**config.mk**
```make
export PLATFORM = sky130hd
export DESIGN_NAME = serial_command_deframer
export DESIGN_NICKNAME = d
export VERILOG_FILES = /design/src/sv/scd_pkg.sv /design/src/sv/serial_command_deframer.sv /design/src/sv/scd_front.sv /design/src/sv/scd_queue.sv /design/src/sv/scd_back.sv
export VERILOG_INCLUDE_DIRS = /design/src /design/src/sv
export SDC_FILE = /design/constraint.sdc
export NUM_CORES = 1
export LEC_CHECK = 0
export ABC_AREA = 1
export BUFFER_PORTS_ARGS = -buffer_cell sky130_fd_sc_hd__buf_2
export CELL_PAD_IN_SITES_DETAIL_PLACEMENT = 1
export CELL_PAD_IN_SITES_GLOBAL_PLACEMENT = 1
export CORE_ASPECT_RATIO = 1.5
export CORE_MARGIN = 2
export CORE_UTILIZATION = 40
export CTS_BUF_LIST = sky130_fd_sc_hd__clkbuf_8
export DETAILED_ROUTE_END_ITERATION = 8
export PLACE_DENSITY_LB_ADDON = 0.1
export RECOVER_POWER = 100
export REMOVE_ABC_BUFFERS = 1
export SKIP_CTS_REPAIR_TIMING = 1
export SLEW_MARGIN = 10
export SYNTH_ARGS = -nofsm -noshare
export SYNTH_HDL_FRONTEND = slang
export SYNTH_SLANG_ARGS = --single-unit
```
**constraint.sdc**
```tcl
create_clock -name i_clk -period 3.9 [get_ports i_clk]
set_input_delay 0.585 -clock i_clk [delete_from_list [all_inputs] [get_ports i_clk]]
set_output_delay 0.585 -clock i_clk [all_outputs]
set_load 0.03 [all_outputs]
```
**src/sv/serial_command_deframer_macros.svh**
```systemverilog
// ----------------------------------------------------------------------------
// Serial command deframer assertion macros
// Immediate-style wrappers around concurrent assertions clocked on i_clk
// and disabled while i_rst_n is low.
// ----------------------------------------------------------------------------
`ifndef SERIAL_COMMAND_DEFRAMER_MACROS_SVH
`define SERIAL_COMMAND_DEFRAMER_MACROS_SVH

`ifndef ASSERT_OFF

// same-cycle implication
`define SCD_ASSERT_IMP(lbl, ante, cons, msg) \
    lbl: assert property (@(posedge i_clk) disable iff (!i_rst_n) (ante) |-> (cons)) \
        else $error(msg);

// next-cycle implication
`define SCD_ASSERT_NXT(lbl, ante, cons, msg) \
    lbl: assert property (@(posedge i_clk) disable iff (!i_rst_n) (ante) |=> (cons)) \
        else $error(msg);

`else

`define SCD_ASSERT_IMP(lbl, ante, cons, msg)
`define SCD_ASSERT_NXT(lbl, ante, cons, msg)

`endif

`endif

```
**src/sv/scd_pkg.sv**
```systemverilog
// ----------------------------------------------------------------------------
// Serial command deframer package
// Shared widths, character codes, result kinds and the result token type.
// ----------------------------------------------------------------------------
`default_nettype none

package scd_pkg;

    localparam int LENGTH_BITS = 16;
    localparam int PLEN_W      = 16;
    localparam int QDEPTH      = 2;
    localparam int QAW         = $clog2(QDEPTH);

    localparam logic [7:0] CH_COLON = 8'h3A;
    localparam logic [7:0] CH_AT    = 8'h40;
    localparam logic [7:0] CH_LF    = 8'h0A;
    localparam logic [7:0] CH_CR    = 8'h0D;
    localparam logic [7:0] CH_HASH  = 8'h23;
    localparam logic [7:0] CH_ZERO  = 8'h30;
    localparam int         RADIX    = 10;

    typedef enum logic [2:0] {
        KIND_NAME      = 3'd0,
        KIND_TEXT      = 3'd1,
        KIND_BIN       = 3'd2,
        KIND_CMD_END   = 3'd3,
        KIND_TEXT_END  = 3'd4,
        KIND_EMPTY_END = 3'd5
    } t_kind;

    typedef struct packed {
        t_kind              kind;
        logic [7:0]         data;
        logic               last;
        logic [PLEN_W-1:0]  plen;
    } t_token;

endpackage

`default_nettype wire

```
**src/sv/serial_command_deframer.sv**
```systemverilog
// ----------------------------------------------------------------------------
// Serial command deframer
// Splits a received serial byte stream into command name, text payload and
// length-prefixed binary payload results.
//
//   channel   dir  tdata                         tlast  tuser
//   s_axis    in   rx_byte[7:0]                  -      -
//   m_axis    out  data[7:0], payload_len[23:8]  last   kind[2:0]
//
// One byte accepted per cycle while the queue has room; the parser state updates on each accepted byte.
// A result passes through the queue, then the output register, to m_axis.
// A two-beat token queue decouples the parser from the output register.
// s_axis_tready drops only while the queue is full (sink stalled).
// Synchronous active-low reset returns the parser to name reading.
// ----------------------------------------------------------------------------
`default_nettype none

module serial_command_deframer import scd_pkg::*; (
    input  wire logic        i_clk,
    input  wire logic        i_rst_n,
    input  wire logic        s_axis_tvalid,
    output      logic        s_axis_tready,
    input  wire logic [7:0]  s_axis_tdata,   // rx_byte[7:0]
    output      logic        m_axis_tvalid,
    input  wire logic        m_axis_tready,
    output      logic [23:0] m_axis_tdata,   // data[7:0], payload_length[23:8]
    output      logic        m_axis_tlast,   // last
    output      logic [2:0]  m_axis_tuser    // kind[2:0]
);

    logic    push, pop, full, empty;
    t_token  tok_in, tok_head;

    scd_front u_front (
        .i_clk         (i_clk),
        .i_rst_n       (i_rst_n),
        .s_axis_tvalid (s_axis_tvalid),
        .s_axis_tready (s_axis_tready),
        .s_axis_tdata  (s_axis_tdata),
        .i_full        (full),
        .o_push        (push),
        .o_token       (tok_in)
    );

    scd_queue u_queue (
        .i_clk   (i_clk),
        .i_rst_n (i_rst_n),
        .i_push  (push),
        .i_token (tok_in),
        .i_pop   (pop),
        .o_head  (tok_head),
        .o_full  (full),
        .o_empty (empty)
    );

    scd_back u_back (
        .i_clk         (i_clk),
        .i_rst_n       (i_rst_n),
        .i_head        (tok_head),
        .i_empty       (empty),
        .o_pop         (pop),
        .m_axis_tvalid (m_axis_tvalid),
        .m_axis_tready (m_axis_tready),
        .m_axis_tdata  (m_axis_tdata),
        .m_axis_tlast  (m_axis_tlast),
        .m_axis_tuser  (m_axis_tuser)
    );

endmodule

`default_nettype wire

```
**src/sv/scd_front.sv**
```systemverilog
// ----------------------------------------------------------------------------
// Serial command deframer front end
// Accepts received bytes, tracks the frame parse mode and length counters,
// and pushes one result token per byte that produces a result.
// ----------------------------------------------------------------------------
`default_nettype none
`include "serial_command_deframer_macros.svh"

module scd_front import scd_pkg::*; (
    input  wire logic        i_clk,
    input  wire logic        i_rst_n,
    input  wire logic        s_axis_tvalid,
    output      logic        s_axis_tready,
    input  wire logic [7:0]  s_axis_tdata,   // rx_byte[7:0]
    input  wire logic        i_full,
    output      logic        o_push,
    output      t_token      o_token
);

    typedef enum logic [1:0] {
        MODE_NAME = 2'd0,
        MODE_TEXT = 2'd1,
        MODE_SIZE = 2'd2,
        MODE_BIN  = 2'd3
    } t_mode;

    t_mode                  r_mode, n_mode;
    logic [LENGTH_BITS-1:0] r_len, n_len;
    logic [LENGTH_BITS-1:0] r_cnt, n_cnt;
    logic [LENGTH_BITS-1:0] cnt_inc;
    logic                   emit;
    logic                   accept;
    logic [7:0]             ch;

    assign ch            = s_axis_tdata;
    assign s_axis_tready = !i_full;
    assign accept        = s_axis_tvalid && !i_full;
    assign o_push        = accept && emit;
    assign cnt_inc       = r_cnt + LENGTH_BITS'(1);

    always_comb begin
        n_mode       = r_mode;
        n_len        = r_len;
        n_cnt        = r_cnt;
        emit         = 1'b0;
        o_token.kind = KIND_NAME;
        o_token.data = ch;
        o_token.last = 1'b0;
        o_token.plen = '0;
        unique case (r_mode)
            MODE_NAME: begin
                priority if (ch == CH_COLON) begin
                    n_mode = MODE_TEXT;
                end else if (ch == CH_AT) begin
                    n_len  = '0;
                    n_cnt  = '0;
                    n_mode = MODE_SIZE;
                end else if (ch == CH_LF) begin
                    n_mode       = MODE_NAME;
                    n_len        = '0;
                    n_cnt        = '0;
                    emit         = 1'b1;
                    o_token.kind = KIND_CMD_END;
                    o_token.data = '0;
                    o_token.last = 1'b1;
                end else if (ch == CH_CR) begin
                    emit = 1'b0;
                end else begin
                    emit = 1'b1;
                end
            end
            MODE_TEXT: begin
                emit = 1'b1;
                if (ch == CH_LF) begin
                    n_mode       = MODE_NAME;
                    n_len        = '0;
                    n_cnt        = '0;
                    o_token.kind = KIND_TEXT_END;
                    o_token.data = '0;
                    o_token.last = 1'b1;
                end else begin
                    o_token.kind = KIND_TEXT;
                end
            end
            MODE_SIZE: begin
                if (ch == CH_HASH) begin
                    n_cnt = '0;
                    if (r_len == '0) begin
                        n_mode       = MODE_NAME;
                        emit         = 1'b1;
                        o_token.kind = KIND_EMPTY_END;
                        o_token.data = '0;
                        o_token.last = 1'b1;
                    end else begin
                        n_mode = MODE_BIN;
                    end
                end else begin
                    // x*10 plus the digit value, as shift-add, wraps to the length width
                    n_len = LENGTH_BITS'((r_len << 3) + (r_len << 1)
                                         + LENGTH_BITS'(ch) - LENGTH_BITS'(CH_ZERO));
                end
            end
            MODE_BIN: begin
                emit         = 1'b1;
                o_token.kind = KIND_BIN;
                o_token.plen = PLEN_W'(r_len);
                n_cnt        = cnt_inc;
                if (cnt_inc == r_len || r_len == '0) begin
                    o_token.last = 1'b1;
                    n_mode       = MODE_NAME;
                    n_len        = '0;
                    n_cnt        = '0;
                end
            end
            default: begin
                n_mode = MODE_NAME;
            end
        endcase
    end

    always_ff @(posedge i_clk) begin
        if (!i_rst_n) begin
            r_mode <= MODE_NAME;
            r_len  <= '0;
            r_cnt  <= '0;
        end else if (accept) begin
            r_mode <= n_mode;
            r_len  <= n_len;
            r_cnt  <= n_cnt;
        end
    end

    `SCD_ASSERT_IMP(a_bin_count, r_mode == MODE_BIN, r_len != '0 && r_cnt < r_len, "binary count out of range")
    `SCD_ASSERT_IMP(a_idle_clear, r_mode == MODE_NAME || r_mode == MODE_TEXT, r_len == '0 && r_cnt == '0, "counters not cleared outside binary frame")
    `SCD_ASSERT_IMP(a_size_cnt, r_mode == MODE_SIZE, r_cnt == '0, "count moved while reading length")
    `SCD_ASSERT_IMP(a_push_room, o_push, !i_full, "push into full queue")

endmodule

`default_nettype wire

```
**src/sv/scd_queue.sv**
```systemverilog
// ----------------------------------------------------------------------------
// Serial command deframer token queue
// Short show-ahead queue of result tokens between the front and back ends.
// ----------------------------------------------------------------------------
`default_nettype none
`include "serial_command_deframer_macros.svh"

module scd_queue import scd_pkg::*; (
    input  wire logic    i_clk,
    input  wire logic    i_rst_n,
    input  wire logic    i_push,
    input  wire t_token  i_token,
    input  wire logic    i_pop,
    output      t_token  o_head,
    output      logic    o_full,
    output      logic    o_empty
);

    t_token           r_mem [QDEPTH];
    logic [QAW-1:0]   r_wr, r_rd;
    logic [QAW:0]     r_count;

    assign o_head  = r_mem[r_rd];
    assign o_full  = (r_count == (QAW+1)'(QDEPTH));
    assign o_empty = (r_count == '0);

    always_ff @(posedge i_clk) begin
        if (i_push) begin
            r_mem[r_wr] <= i_token;
        end
    end

    always_ff @(posedge i_clk) begin
        if (!i_rst_n) begin
            r_wr    <= '0;
            r_rd    <= '0;
            r_count <= '0;
        end else begin
            if (i_push) begin
                r_wr <= r_wr + QAW'(1);
            end
            if (i_pop) begin
                r_rd <= r_rd + QAW'(1);
            end
            unique case ({i_push, i_pop})
                2'b10:   r_count <= r_count + (QAW+1)'(1);
                2'b01:   r_count <= r_count - (QAW+1)'(1);
                default: r_count <= r_count;
            endcase
        end
    end

    `SCD_ASSERT_IMP(a_no_pop_empty, r_count == '0, !i_pop, "pop from empty queue")
    `SCD_ASSERT_NXT(a_count_up, i_push && !i_pop, r_count == $past(r_count) + (QAW+1)'(1), "queue count did not rise")
    `SCD_ASSERT_IMP(a_count_max, 1'b1, r_count <= (QAW+1)'(QDEPTH), "queue over depth")

endmodule

`default_nettype wire

```
**src/sv/scd_back.sv**
```systemverilog
// ----------------------------------------------------------------------------
// Serial command deframer back end
// Output register that drains the token queue onto the result stream.
// ----------------------------------------------------------------------------
`default_nettype none

module scd_back import scd_pkg::*; (
    input  wire logic        i_clk,
    input  wire logic        i_rst_n,
    input  wire t_token      i_head,
    input  wire logic        i_empty,
    output      logic        o_pop,
    output      logic        m_axis_tvalid,
    input  wire logic        m_axis_tready,
    output      logic [23:0] m_axis_tdata,   // data[7:0], payload_length[23:8]
    output      logic        m_axis_tlast,   // last
    output      logic [2:0]  m_axis_tuser    // kind[2:0]
);

    logic    r_valid;
    t_token  r_tok;

    assign o_pop         = !i_empty && (!r_valid || m_axis_tready);
    assign m_axis_tvalid = r_valid;
    assign m_axis_tdata  = {r_tok.plen, r_tok.data};
    assign m_axis_tlast  = r_tok.last;
    assign m_axis_tuser  = r_tok.kind;

    always_ff @(posedge i_clk) begin
        if (!i_rst_n) begin
            r_valid <= 1'b0;
        end else if (!r_valid || m_axis_tready) begin
            r_valid <= !i_empty;
        end
    end

    always_ff @(posedge i_clk) begin
        if (o_pop) begin
            r_tok <= i_head;
        end
    end

endmodule

`default_nettype wire
```
== Word level (Yosys, flattened, before mapping) ==
Memory sizes are Yosys's and may differ from the RTL's. A register that Yosys moved wholly into a read port is not among the register bits.
Cells that the tools add are included.

* Register bits: 39
* Latch bits: 0
* Bits in writable memories: 56
* Memory bits (read-only): 0
* Bits of input ports: 12
* Output and inout bits: 30
* Memories: 1

{| class="wikitable"
|+ Memory list
! name !! words !! width !! rd ports !! clocked after memory_dff !! wr ports !! line !! RTL
|-
| u_queue.r_mem || 2 || 28 || 1 || 1 || 1 || scd_queue.sv:19 || <nowiki>t_token r_mem [QDEPTH];</nowiki>
|}

* Add/sub/neg operators: 8
* $mul: 0
* Divide/modulo/power cells: 0
* Order comparisons: 0
* Equality and inequality tests: 16
* Shift operators: 0
* Multiplexer cells: 41
* Bitwise logic cells: 0
* Reductions and logical operators: 16

{| class="wikitable"
|+ Operators by type and width
! kind !! count
|-
| $mux 16 || 11
|-
| $pmux 16 s4 || 2
|-
| $mux 12 || 4
|-
| $pmux 8 s3 || 1
|-
| $add 16x1->16 const B || 1
|-
| $add 16x16->16 || 1
|-
| $add 16x8->16 || 1
|-
| $eq 16x16->1 || 1
|-
| $eq 8x4->1 const B || 2
|-
| $eq 8x6->1 const B || 2
|-
| $logic_not 16->1 || 1
|-
| $sub 16x6->16 const B || 1
|-
| $mux 2 || 6
|-
| $pmux 3 s4 || 1
|-
| $mux 11 || 1
|-
| $mux 1 || 9
|-
| $mux 9 || 1
|-
| $eq 2x2->1 const B || 4
|-
| $eq 8x7->1 const B || 1
|-
| $pmux 2 s4 || 1
|-
| $reduce_and 3->1 || 2
|-
| $eq 2x1->1 const B || 2
|-
| $logic_not 2->1 || 2
|-
| $ne 2x1->1 const B || 2
|-
| other kinds (14) || 21
|}

== Logic depth before layout (Yosys ltp) ==
Gate-level depths: netlist (run 1).

* Depth after elaboration: 9
* Mapped depth: 18

== By module ==
Synthesis (run 1) repeated with hierarchy kept, for this count alone.

* Cell total of the unflattened synthesis: 852
* Area, all modules: 7354.6 um^2

{| class="wikitable"
|+ Modules (own cells, without submodules)
! module !! instances !! cells each !! area an instance (um^2) !! sequential area each (um^2)
|-
| scd_front || 1 || 696 || 4116.4 || 680.7
|-
| scd_queue || 1 || 122 || 2349.8 || 1781.7
|-
| scd_back || 1 || 34 || 888.4 || 860.8
|}

== Worst setup path after synthesis (run 1) ==
Ideal clock, no wire load.

* Path type: in2reg
* Start point: in m_axis_tready
* End point: reg u_queue.r_count[1]
* Setup time: 0.122 ns
* Data arrival time: 3.034 ns
* Slack: 0.744 ns
* Cell stages on the path: 7
* Cell sequence: nor2_1 > a21oi_1 > ha_1 > a21oi_1 > o21ai_0 > o21ai_0 > a21oi_1

* Cells in the longest elaborated chain, start to end: 4

{| class="wikitable"
|+ Ends and longest elaborated chain
! what !! line !! RTL
|-
| from (decl) || serial_command_deframer.sv:25 || <nowiki>input wire logic m_axis_tready,</nowiki>
|-
| $logic_or 1x1->1 (*) || scd_back.sv:23 || <nowiki>assign o_pop = !i_empty && (!r_valid || m_axis_tready);</nowiki>
|-
| $logic_and 1x1->1 (*) || scd_back.sv:23 ||
|-
| via pop || serial_command_deframer.sv:31 || <nowiki>logic push, pop, full, empty;</nowiki>
|-
| $eq 2x1->1 / $eq 2x2->1 (equally long branches) || scd_queue.sv:45 || <nowiki>unique case ({i_push, i_pop})</nowiki>
|-
| $pmux 2 s2 / $reduce_bool 2->1 (equally long branches) || -- ||
|-
| to (signal assigned) || scd_queue.sv:46 || <nowiki>2'b10: r_count <= r_count + (QAW+1)'(1);</nowiki>
|-
| to (signal assigned) || scd_queue.sv:47 || <nowiki>2'b01: r_count <= r_count - (QAW+1)'(1);</nowiki>
|-
| to (signal assigned) || scd_queue.sv:48 || <nowiki>default: r_count <= r_count;</nowiki>
|-
| to (decl) || scd_queue.sv:21 || <nowiki>logic [QAW:0] r_count;</nowiki>
|}

Mark *: on every way through the listed nets, which the timed path passes. The rest lies on a longest branch.
A chain may end at the register's enable or synchronous reset.

== Worst setup path after layout (run 1) ==
* Start point: reg u_front.r_len[2]
* End point: reg u_front.r_len[13]

* Cells in the longest elaborated chain, start to end: 5

{| class="wikitable"
|+ Ends and longest elaborated chain
! what !! line !! RTL
|-
| from (decl) || scd_front.sv:28 || <nowiki>logic [LENGTH_BITS-1:0] r_len, n_len;</nowiki>
|-
| from (signal assigned) || scd_front.sv:128 || <nowiki>r_len <= n_len;</nowiki>
|-
| $add 16x16->16 || scd_front.sv:99 || <nowiki>n_len = LENGTH_BITS'((r_len << 3) + (r_len << 1)</nowiki>
|-
| $add 16x8->16 || scd_front.sv:100 || <nowiki>+ LENGTH_BITS'(ch) - LENGTH_BITS'(CH_ZERO));</nowiki>
|-
| $sub 16x6->16 || scd_front.sv:100 ||
|-
| $mux 16 || scd_front.sv:86 || <nowiki>if (ch == CH_HASH) begin</nowiki>
|-
| $pmux 16 s4 || scd_front.sv:50 || <nowiki>unique case (r_mode)</nowiki>
|}

Several ways; a longest one is shown, not always the timed one. The select of a mux whose other input is x is not followed.

==> results of run 1 <==
## power groups by stage
stage	clock (mW)	sequential [mW]	combinational (mW)
floorplan	0	2.35	1.62
global placement	0	2.01	2.71
detailed placement	0	2.03	2.80
CTS	1.18	2.00	2.83
global route	1.22	2.05	3.09
finish	1.15	2.01	2.72
## metal layers
layer / routed length, microns / share of wire / vias up
met2: 11200 / 0.55 / 111
met5: 0 / 0 / -
met4: 614 / 0.030 / 0
li1: - / - / 3003
met3: 596 / 0.029 / 37
met1: 8060 / 0.39 / 2957
## tightest hold or removal path, stage by stage
cell	delay [ps]
buf_2	70
nor2_1	40
nor2_1	90
nor2_1	40
## cell usage after synthesis, types with 3 or more instances
cell / instances
nand2_1: 277
inv_1: 102
edfxtp_1: 84
nor2_1: 68
a21oi_1: 63
nand3_1: 55
dfxtp_1: 39
ha_1: 36
nand4_1: 26
o21ai_0: 26
clkbuf_1: 23
fa_1: 6
xor2_1: 6
a21oi_2: 5
nor2_2: 5
o221ai_1: 5
inv_2: 4
nor2_4: 4
o311ai_0: 4
xnor2_1: 4
a21o_1: 3
a32oi_1: 3
nand2_2: 3
nor3_1: 3
## how the worst max path moves through the flow
stage,cells after the start,endpoint,from
2_1_floorplan,7,u_queue.r_count[1]$_SDFFE_PN0P_,m_axis_tready
3_3_place_gp,18,u_front.r_len[13]$_SDFFE_PN0P_,s_axis_tdata[3]
3_5_place_dp,18,u_front.r_len[13]$_SDFFE_PN0P_,s_axis_tdata[3]
4_1_cts,17,u_front.r_len[13]$_SDFFE_PN0P_,u_front.r_len[0]$_SDFFE_PN0P_
5_1_grt,17,u_front.r_len[13]$_SDFFE_PN0P_,u_front.r_len[0]$_SDFFE_PN0P_
6_report,17,u_front.r_len[13]$_SDFFE_PN0P_,u_front.r_len[2]$_SDFFE_PN0P_
## flip-flops by register name (all words and copies together) (netlist names)
register	flops
u_queue.r_wr	1
u_back.m_axis_tuser	3
u_back.m_axis_tlast	1
u_queue.r_count	2
u_back.m_axis_tdata	24
u_back.m_axis_tvalid	1
u_queue.r_mem	56
u_queue.r_rd	1
u_front.r_cnt	16
u_front.r_mode	2
u_front.r_len	16
## kinds of logic (layout without fill, tap and decap cells)
logic type | Yosys count | in the layout | share of synthesized area
XOR/XNOR | 10 | 10 | 0.0124
AO/OA/AOI/OAI | 116 | 116 | 0.0940
AND/OR/NAND/NOR | 449 | 449 | 0.273
adder cells (fa/ha/maj) | 42 | 42 | 0.0806
flip-flops | 123 | 123 | 0.467
buffers and inverters | 135 | 192 | 0.0737
## area by class of cell
type                            instances  area (sq um)  area share
Timing Repair Buffer                   52           233      0.0297
Clock inverter                         15           151      0.0194
Inverter                              108           405      0.0518
Tap cell                              213           267      0.0341
Multi-Input combinational cell        617          3230       0.413
Sequential cell                       123          3300       0.422
Clock buffer                           17           234      0.0299
## stage by stage
| stage | total power, mW | instances | instance area (sq um) |
|---|---|---|---|
| floorplan | 3.97 | 848 | 6970 |
| global placement | 4.72 | 1113 | 7540 |
| detailed placement | 4.83 | 1113 | 7540 |
| CTS | 6.01 | 1145 | 7920 |
| global route | 6.36 | 1145 | 7820 |
| finish | 5.88 | 1145 | 7820 |
==> metrics.txt, run 1 <==
fin util 0.451; Hold Path Depth 4; CTS Sinks 123; Clk network pwr share 0.196; Post-layout nets 973; Combinational Power Share 0.462; Peak Freq 288 MHz; dpl ws 246 ps; initial antenna violation count 0; drt wl/cell 17.8 microns; top cells by area, synth edfxtp_1 36%, nand2_1 15%, dfxtp_1 11%; global-route wire length before repair 33700 microns; max_slew headroom -0.199; Routed WL 20400 microns; CP startpoint kind flop; worst stage delay on the critical path 440 ps; most used cell, CP nand2_1; maxcap violations 1; CP Buf/Inv Count 3; Mean Syn Cell Area 8.09 sq um; post-synthesis sequential area ratio 0.467; worst flop-to-flop path endpoint u_front.r_len[13]$_SDFFE_PN0P_; Sw Ratio 0.463; Core Footprint 0.0173 sq mm; yosys warns 0; vias per cell 5.33; R2R Path Start u_front.r_len[2]$_SDFFE_PN0P_; H-tree levels 4; Via Count 6108; post-route ant nets 0; CP max FO 5; kind of cell adding the most delay to the critical path adder cells; vias in the first global route 6669; layout cells sized above 1 0.0740; worst-margin pin slew 1800 ps; gr usage total 0.227; Antenna Cells 0; Syn Std Cell Area 0.00708 sq mm; register clock-pin slew on the reported worst setup and hold paths 90 ps; critical path arrival 3860 ps; peak supply drop 0.000340 V; total negative slack 0 ps; Hold Vio Cnt, Final 0; Seq cells post-synth 123; required time of the critical path 4290 ps; CTS tree done; Static Leak 3.32 nW; Final min period 3470 ps; Post-synth EDFFs 84; hold_ws 414 ps; FFs w/ async S/R, synth 0; PD cells 752 mW/mm^2; CTS Buffer Depth 2; Reg2Reg Setup Slack 430 ps; most frequent cells in the layout 278 x nand2_1, 104 x inv_1, 84 x edfxtp_1; worst hold start m_axis_tready; Die Area 0.0188 sq mm; Int Power 3.16 mW; Synth Instances 875; Min-Delay Endpoint u_back.m_axis_tvalid$_SDFFE_PN0N_; worst clock skew 12.6 ps; HPWL after DPL 15600 microns; Starting Density 0.408; Hold Path Class in2reg; Yosys top cell area share 0.356; routability cong. 0.910; switching pwr 2.72 mW; Tcrit/Tclk final 0.890; most area-hungry cell type in the Yosys netlist edfxtp_1; I/O pins 42; die height 167 microns; Skew-Pair Late Insertion Delay 460 ps; largest net degree at the start of global routing 32; Max stage delay cell, worst path fa_1; run status complete, but fails checks; number of port buffers 41; RSZ-0062 raised after global routing no; drt drc 0; WS Path Type reg2reg; total global routing overflow 0; CTS Root Cell clkbuf_8; sequential share of power 0.342; most common cell after layout, fill and taps aside nand2_1; drt initial violations 285; met3 Usage GRT 0.0357; met2 Use GR 0.423; final worst setup slack 427 ps; crit path cell chain inv_1 > clkbuf_1 > fa_1 > inv_1 > fa_1 > ha_1 > a21oi_1 > o21ai_0 > nand2_1 > nand2_1 > nand2_1 > nand2_1 > a21oi_1 > o21ai_0 > o311ai_0 > nand3_1 > a21oi_1; Synth cell types 42; Filler cells 2132; failing checks capacitance limit, slew limit; FF-to-FF path depth 17; Slew Viols, Final 32; GR met1 Demand/Resource 0.252; Worst Setup End Kind flop; die width 113 microns; FP Rows 59; clock buffer count from CTS 17; setup-violating endpoint count in the final report 0; Main synth FF type edfxtp_1; Synth-to-Final Area Change 10.5%; DRT Pass-1 Iters 4; GRT Max-Usage Layer met2
Power figures use the tool's default switching activity.
==> run 2, diff against run 1 <==
--- a/config.mk
+++ b/config.mk
@@ -16,7 +16,6 @@
 export CTS_BUF_LIST = sky130_fd_sc_hd__clkbuf_8
 export DETAILED_ROUTE_END_ITERATION = 8
 export PLACE_DENSITY_LB_ADDON = 0.1
-export RECOVER_POWER = 100
 export REMOVE_ABC_BUFFERS = 1
 export SKIP_CTS_REPAIR_TIMING = 1
 export SLEW_MARGIN = 10
==> run 2 against run 1 <==
Net effect: the run now ends clean; sequential cell count is the same; sequential share of layout area shrank 0.52 points; register-to-register slack is essentially flat; die area is the same; non-clock buffer count is the same; sequential power is essentially flat; first-iteration DRC count shrank 0.35%; critical endpoint unchanged; largest cell class unchanged; largest power group unchanged; highest routed layer unchanged.
==> metrics.txt, run 2 (synthesized netlist as in run 1, its figures left out) <==
gr usage total 0.227 (unchanged); Routed WL 20400 microns (-0.27%); critical path launch point u_front.r_len[0]$_SDFFE_PN0P_; routability cong. 0.910 (unchanged); die height 167 microns (unchanged); register area 0.00330 sq mm (unchanged); Antenna Cells 0 (unchanged); drt initial violations 284 (-0.35%); layout cells sized above 1 0.122 (+0.0483); Top reg by flops u_queue.r_mem; Peak Freq 288 MHz (about the same); CP max FO 5 (unchanged); Post-layout nets 973 (unchanged); number of port buffers 41 (unchanged); I/O pins 42 (unchanged); register clock-pin slew on the reported worst setup and hold paths 90 ps (about the same); Hold Path Class in2reg; drt wl/cell 17.8 microns (-0.27%); WS Path Type reg2reg; most frequent cells in the layout 277 x nand2_1, 102 x inv_1, 84 x edfxtp_1; Worst Setup End Kind flop; required time of the critical path 4200 ps (-90 ps); worst hold start s_axis_tdata[4]; total global routing overflow 0 (unchanged); vias per cell 5.32 (-0.25%); CP startpoint kind flop; PD cells 750 mW/mm^2 (-0.16%); area of the multi-input gates 0.00327 sq mm (+1.3%); post-route ant nets 0 (unchanged); RSZ-0062 raised after global routing no; most common cell after layout, fill and taps aside nand2_1; final worst setup slack 425 ps (-2.26 ps); R2R Path Start u_front.r_len[0]$_SDFFE_PN0P_; CTS tree done; HPWL after DPL 15600 microns (unchanged); Via Count 6093 (-0.25%); dpl ws 246 ps (unchanged); placed insts 1113 (unchanged); vias in the first global route 6669 (unchanged); Slew Viols, Final 0 (-100%); Post-Layout Cell Count 1145 (unchanged); worst clock skew 12.9 ps (+0.315 ps); critical path arrival 3780 ps (-80 ps); worst-margin pin slew 1160 ps (-637 ps); Skew-Pair Late Insertion Delay 460 ps (about the same); FP Rows 59 (unchanged); drt drc 0 (unchanged); Hold Vio Cnt, Final 0 (unchanged); global-route wire length before repair 33700 microns (unchanged); Starting Density 0.408 (unchanged); clock buffer count from CTS 17 (unchanged); largest net degree at the start of global routing 32 (unchanged); CTS Buffer Depth 2 (unchanged); FF-to-FF path depth 17 (unchanged); Tcrit/Tclk final 0.891 (about the same); initial antenna violation count 0 (unchanged); CTS Root Cell clkbuf_8; H-tree levels 4 (unchanged); max FFs per register 56 (unchanged); max_slew headroom 0.225 (+0.424); peak supply drop 0.000358 V (+5.3%); Final min period 3480 ps (+2.25 ps); Die Area 0.0188 sq mm (unchanged); CTS Sinks 123 (unchanged); maxcap violations 0 (-1); DRT Pass-1 Iters 4 (unchanged); setup-violating endpoint count in the final report 0 (unchanged); Synth-to-Final Area Change 11.9%; Hold Path Depth 1 (-3); total negative slack 0 ps (unchanged); run status finished clean; Static Leak 3.43 nW (+3.3%); die width 113 microns (unchanged); Core Footprint 0.0173 sq mm (unchanged); Filler cells 2123 (-0.42%)
## run 2: area by class of cell
| type | instances | share of cell area |
|---|---|---|
| clock inverters | 15 | 0.0191 |
| flip-flops and latches | 123 | 0.417 |
| inverters | 108 | 0.0513 |
| repair buffers | 52 | 0.0363 |
| well taps | 213 | 0.0336 |
| multi-input cells | 617 | 0.413 |
| clock buffers | 17 | 0.0295 |
## run 2: worst paths after layout
check	endpoint	slack, ps
max	u_front.r_len[13]$_SDFFE_PN0P_	420
max reg2reg	u_front.r_len[13]$_SDFFE_PN0P_	420
min reg2reg	u_front.r_len[10]$_SDFFE_PN0P_	520
min	u_queue.r_mem[0][21]$_DFFE_PP_	370
## run 2: through the flow
step | utilization | hold WS (ps) | power, mW | cell area, sq um
3_5_place_dp | 0.434 | 503 | 4.83 | 7540
3_3_place_gp | 0.434 | 493 | 4.72 | 7540
6_report | 0.457 | 373 | 5.94 | 7920
5_1_grt | 0.457 | 340 | 6.42 | 7920
4_1_cts | 0.457 | 332 | 6.01 | 7920
2_1_floorplan | - | 458 | 3.97 | 6970
## run 2: critical path, stage by stage (launching register included)
cell and delay (ps):
dfxtp_1 400, inv_1 150, fa_1 520, inv_1 40, ha_1 280, ha_1 180
inv_1 70, fa_1 420, o21ai_0 320, nand2_1 90, nand2_1 150, nand2_1 80
nand2_1 80, a21oi_1 60, o21ai_0 90, o311ai_0 170, nand3_1 120, a21oi_1 70
## run 2: power by group
group | switching, mW | total, mW | internal (mW)
Combinational | 1.95 | 2.80 | 0.845
Sequential | 0.158 | 2.00 | 1.84
Clock | 0.623 | 1.15 | 0.527
Total | 2.73 | 5.94 | 3.21
## run 2: per-layer routing
layer,global-route usage,routed length (microns),up-vias
met2,0.423,11200,104
met3,0.0357,577,39
met1,0.252,8020,2951
met5,0,0,-
li1,-,-,2999
met4,0.0981,618,0
==> run 3, diff against run 2 <==
--- a/config.mk
+++ b/config.mk
@@ -6,7 +6,6 @@
 export SDC_FILE = /design/constraint.sdc
 export NUM_CORES = 1
 export LEC_CHECK = 0
-export ABC_AREA = 1
 export BUFFER_PORTS_ARGS = -buffer_cell sky130_fd_sc_hd__buf_2
 export CELL_PAD_IN_SITES_DETAIL_PLACEMENT = 1
 export CELL_PAD_IN_SITES_GLOBAL_PLACEMENT = 1
@@ -15,6 +14,7 @@
 export CORE_UTILIZATION = 40
 export CTS_BUF_LIST = sky130_fd_sc_hd__clkbuf_8
 export DETAILED_ROUTE_END_ITERATION = 8
+export GPL_ROUTABILITY_DRIVEN = 0
 export PLACE_DENSITY_LB_ADDON = 0.1
 export REMOVE_ABC_BUFFERS = 1
 export SKIP_CTS_REPAIR_TIMING = 1
==> run 3 against run 2 <==
Net effect: hold slack gained 14 ps; highest routed layer unchanged; largest cell class unchanged; die area shrank 10%; critical endpoint is now u_front.r_cnt[11]$_SDFFE_PN0P_; largest power group is now registers; clock skew shrank 4.4 ps; routed wire length shrank 29%; sequential power shrank 15%.
==> metrics.txt, run 3 <==
most frequent cells in the layout 84 x edfxtp_1, 52 x inv_1, 41 x buf_2; Synth Instances 555 (-37%); Slew Viols, Final 0 (unchanged); I/O pins 42 (unchanged); gr usage total 0.186 (-0.0410); switching pwr 1.18 mW (-57%); CTS Sinks 123 (unchanged); CTS Buffer Depth 2 (unchanged); RSZ-0062 raised after global routing no; Synth-to-Final Area Change 12.9%; Hold Vio Cnt, Final 0 (unchanged); Combinational Power Share 0.224 (-0.247); Tcrit/Tclk final 0.912 (+0.0207); die height 158 microns (-5.3%); crit path cell chain ha_1 > nand3_1 > nor4_2 > xnor2_1 > a2111oi_4 > a311oi_4 > and3_1 > o21ai_0 > a31oi_1; yosys warns 0 (unchanged); Final min period 3560 ps (+80.7 ps); required time of the critical path 4260 ps (+60 ps); Die Area 0.0169 sq mm (-10%); maxcap violations 0 (unchanged); run status finished clean; layout cells sized above 1 0.197 (+0.0751); CTS tree done; worst stage delay on the critical path 640 ps (+120 ps); Sw Ratio 0.319 (-0.141); Post-synth EDFFs 84 (unchanged); WS Path Type reg2reg; FP Rows 56 (-5.1%); worst-margin pin slew 656 ps (-505 ps); Antenna Cells 0 (unchanged); sequential share of power 0.463 (+0.127); setup-violating endpoint count in the final report 0 (unchanged); Top reg by flops u_queue.r_mem; most area-hungry cell type in the Yosys netlist edfxtp_1; global-route wire length before repair 24200 microns (-28%); Routed WL 14400 microns (-29%); Main synth FF type edfxtp_1; Core Footprint 0.0156 sq mm (-10%); Seq cells post-synth 123 (unchanged); DRT Pass-1 Iters 5 (+1); drt initial violations 135 (-52%); Peak Freq 281 MHz (-2.3%); initial antenna violation count 0 (unchanged); drt drc 0 (unchanged); HPWL after DPL 10800 microns (-30%); Max stage delay cell, worst path and3_1; Mean Syn Cell Area 11.4 sq um (+41%); Clk network pwr share 0.312 (+0.119); largest net degree at the start of global routing 31 (-3.1%); clock buffer count from CTS 17 (unchanged); Skew-Pair Late Insertion Delay 430 ps (-30 ps); total negative slack 0 ps (unchanged); vias per cell 5.26 (-1.2%); top-count cell post-synth edfxtp_1; worst clock skew 8.52 ps (-4.39 ps); Via Count 4292 (-30%); PD cells 517 mW/mm^2 (-31%); Worst Setup End Kind flop; top post-synthesis cells by count 84 x edfxtp_1, 52 x inv_1, 39 x dfxtp_1; Int Power 2.52 mW (-22%); post-synthesis sequential area ratio 0.521 (+0.0547); CP startpoint kind flop; vias in the first global route 4671 (-30%); critical path arrival 3920 ps (+140 ps); register clock-pin slew on the reported worst setup and hold paths 80 ps (about the same); max_slew headroom 0.562 (+0.337); placed insts 784 (-30%); FFs w/ async S/R, synth 0 (unchanged); Post-Layout Cell Count 816 (-29%); top cells by area, synth edfxtp_1 40%, dfxtp_1 12%, ha_1 7.1%; CTS Root Cell clkbuf_8; total global routing overflow 0 (unchanged); Hold Path Class in2reg; Post-layout nets 654 (-33%); max FFs per register 56 (unchanged); Synth cell types 59 (+40%); CP max FO 17 (+12); post-route ant nets 0 (unchanged); Static Leak 2.75 nW (-20%); Yosys top cell area share 0.398 (+0.0418); peak supply drop 0.000226 V (-37%); drt wl/cell 17.7 microns (-0.52%); Starting Density 0.407 (-0.000734); Syn Std Cell Area 0.00634 sq mm (-10%); most common cell after layout, fill and taps aside edfxtp_1; H-tree levels 4 (unchanged); number of port buffers 41 (unchanged); die width 107 microns (-5.2%)
run 3: cell count changes after synthesis, moves of 20 or more:
cell and change:
nand4_1 -20, mux2_2 +28, xnor2_1 +23, a21oi_1 -46, nand3_1 -45, inv_1 -50
nor2_1 -32, nand2_1 -247
run 3: final timing paths:
path	cells past startpoint	to	startpoint	slack (ps)
hold / removal	1	u_queue.r_mem[0][24]$_DFFE_PP_	s_axis_tdata[7]	390
setup / recovery	9	u_front.r_cnt[11]$_SDFFE_PN0P_	u_front.r_cnt[0]$_SDFFE_PN0P_	340
setup reg to reg	9	u_front.r_cnt[11]$_SDFFE_PN0P_	u_front.r_cnt[0]$_SDFFE_PN0P_	340
hold reg to reg	1	u_front.r_cnt[15]$_SDFFE_PN0P_	u_front.r_cnt[15]$_SDFFE_PN0P_	490
run 3: through the flow:
step | worst slack, ps | util | power [mW] | hold slack (ps) | cell area [sq um]
final | 344 | 0.460 | 3.70 | 386 | 7150
after global routing | 42.8 | 0.460 | 3.87 | 367 | 7150
after CTS | 299 | 0.460 | 3.75 | 365 | 7150
after detailed placement | 189 | 0.434 | 2.59 | 480 | 6760
after global placement | 277 | 0.434 | 2.56 | 477 | 6760
after floorplan | 408 | - | 2.34 | 452 | 6230
run 3: layout make-up:
| class | instances | area [sq um] |
|---|---|---|
| Clock buffer | 17 | 234 |
| Clock inverter | 15 | 164 |
| Fill cell | 1724 | 8400 |
| Inverter | 52 | 195 |
| Multi-Input combinational cell | 357 | 2740 |
| Sequential cell | 123 | 3300 |
| Tap cell | 203 | 254 |
| Timing Repair Buffer | 49 | 265 |
run 3: critical path: cells and delay by family, from the launching register on:
kind | cells | cell delay [ps]
XOR/XNOR | 1 | 270
adder cells (fa/ha/maj) | 1 | 350
flip-flops | 1 | 470
AO/OA/AOI/OAI | 4 | 940
AND/OR/NAND/NOR | 3 | 1430
run 3: layer usage:
metal | wire, microns | vias up | GRT usage
met5 | 0 | - | 0
met4 | 391 | 0 | 0.0785
met3 | 365 | 25 | 0.0342
met2 | 7610 | 58 | 0.341
met1 | 6080 | 2114 | 0.211
li1 | - | 2095 | -
run 3: cell families (layout without fill, tap and decap cells):
logic type               Yosys count  count (layout)  share of synthesized area
buffers and inverters             75             133                     0.0480
multiplexers                      28              28                     0.0498
XOR/XNOR                          40              40                     0.0575
AND/OR/NAND/NOR                  141             141                      0.119
flip-flops                       123             123                      0.521
AO/OA/AOI/OAI                    106             106                      0.115
adder cells (fa/ha/maj)           42              42                     0.0900
run 3: power groups by stage:
stage                     sequential, mW  clock, mW  combinational, mW
after CTS                           1.72       1.19              0.847
after global routing                1.74       1.24              0.896
after global placement              1.74          0              0.827
after detailed placement            1.75          0              0.846
after floorplan                     2.01          0              0.333
final                               1.71       1.15              0.829
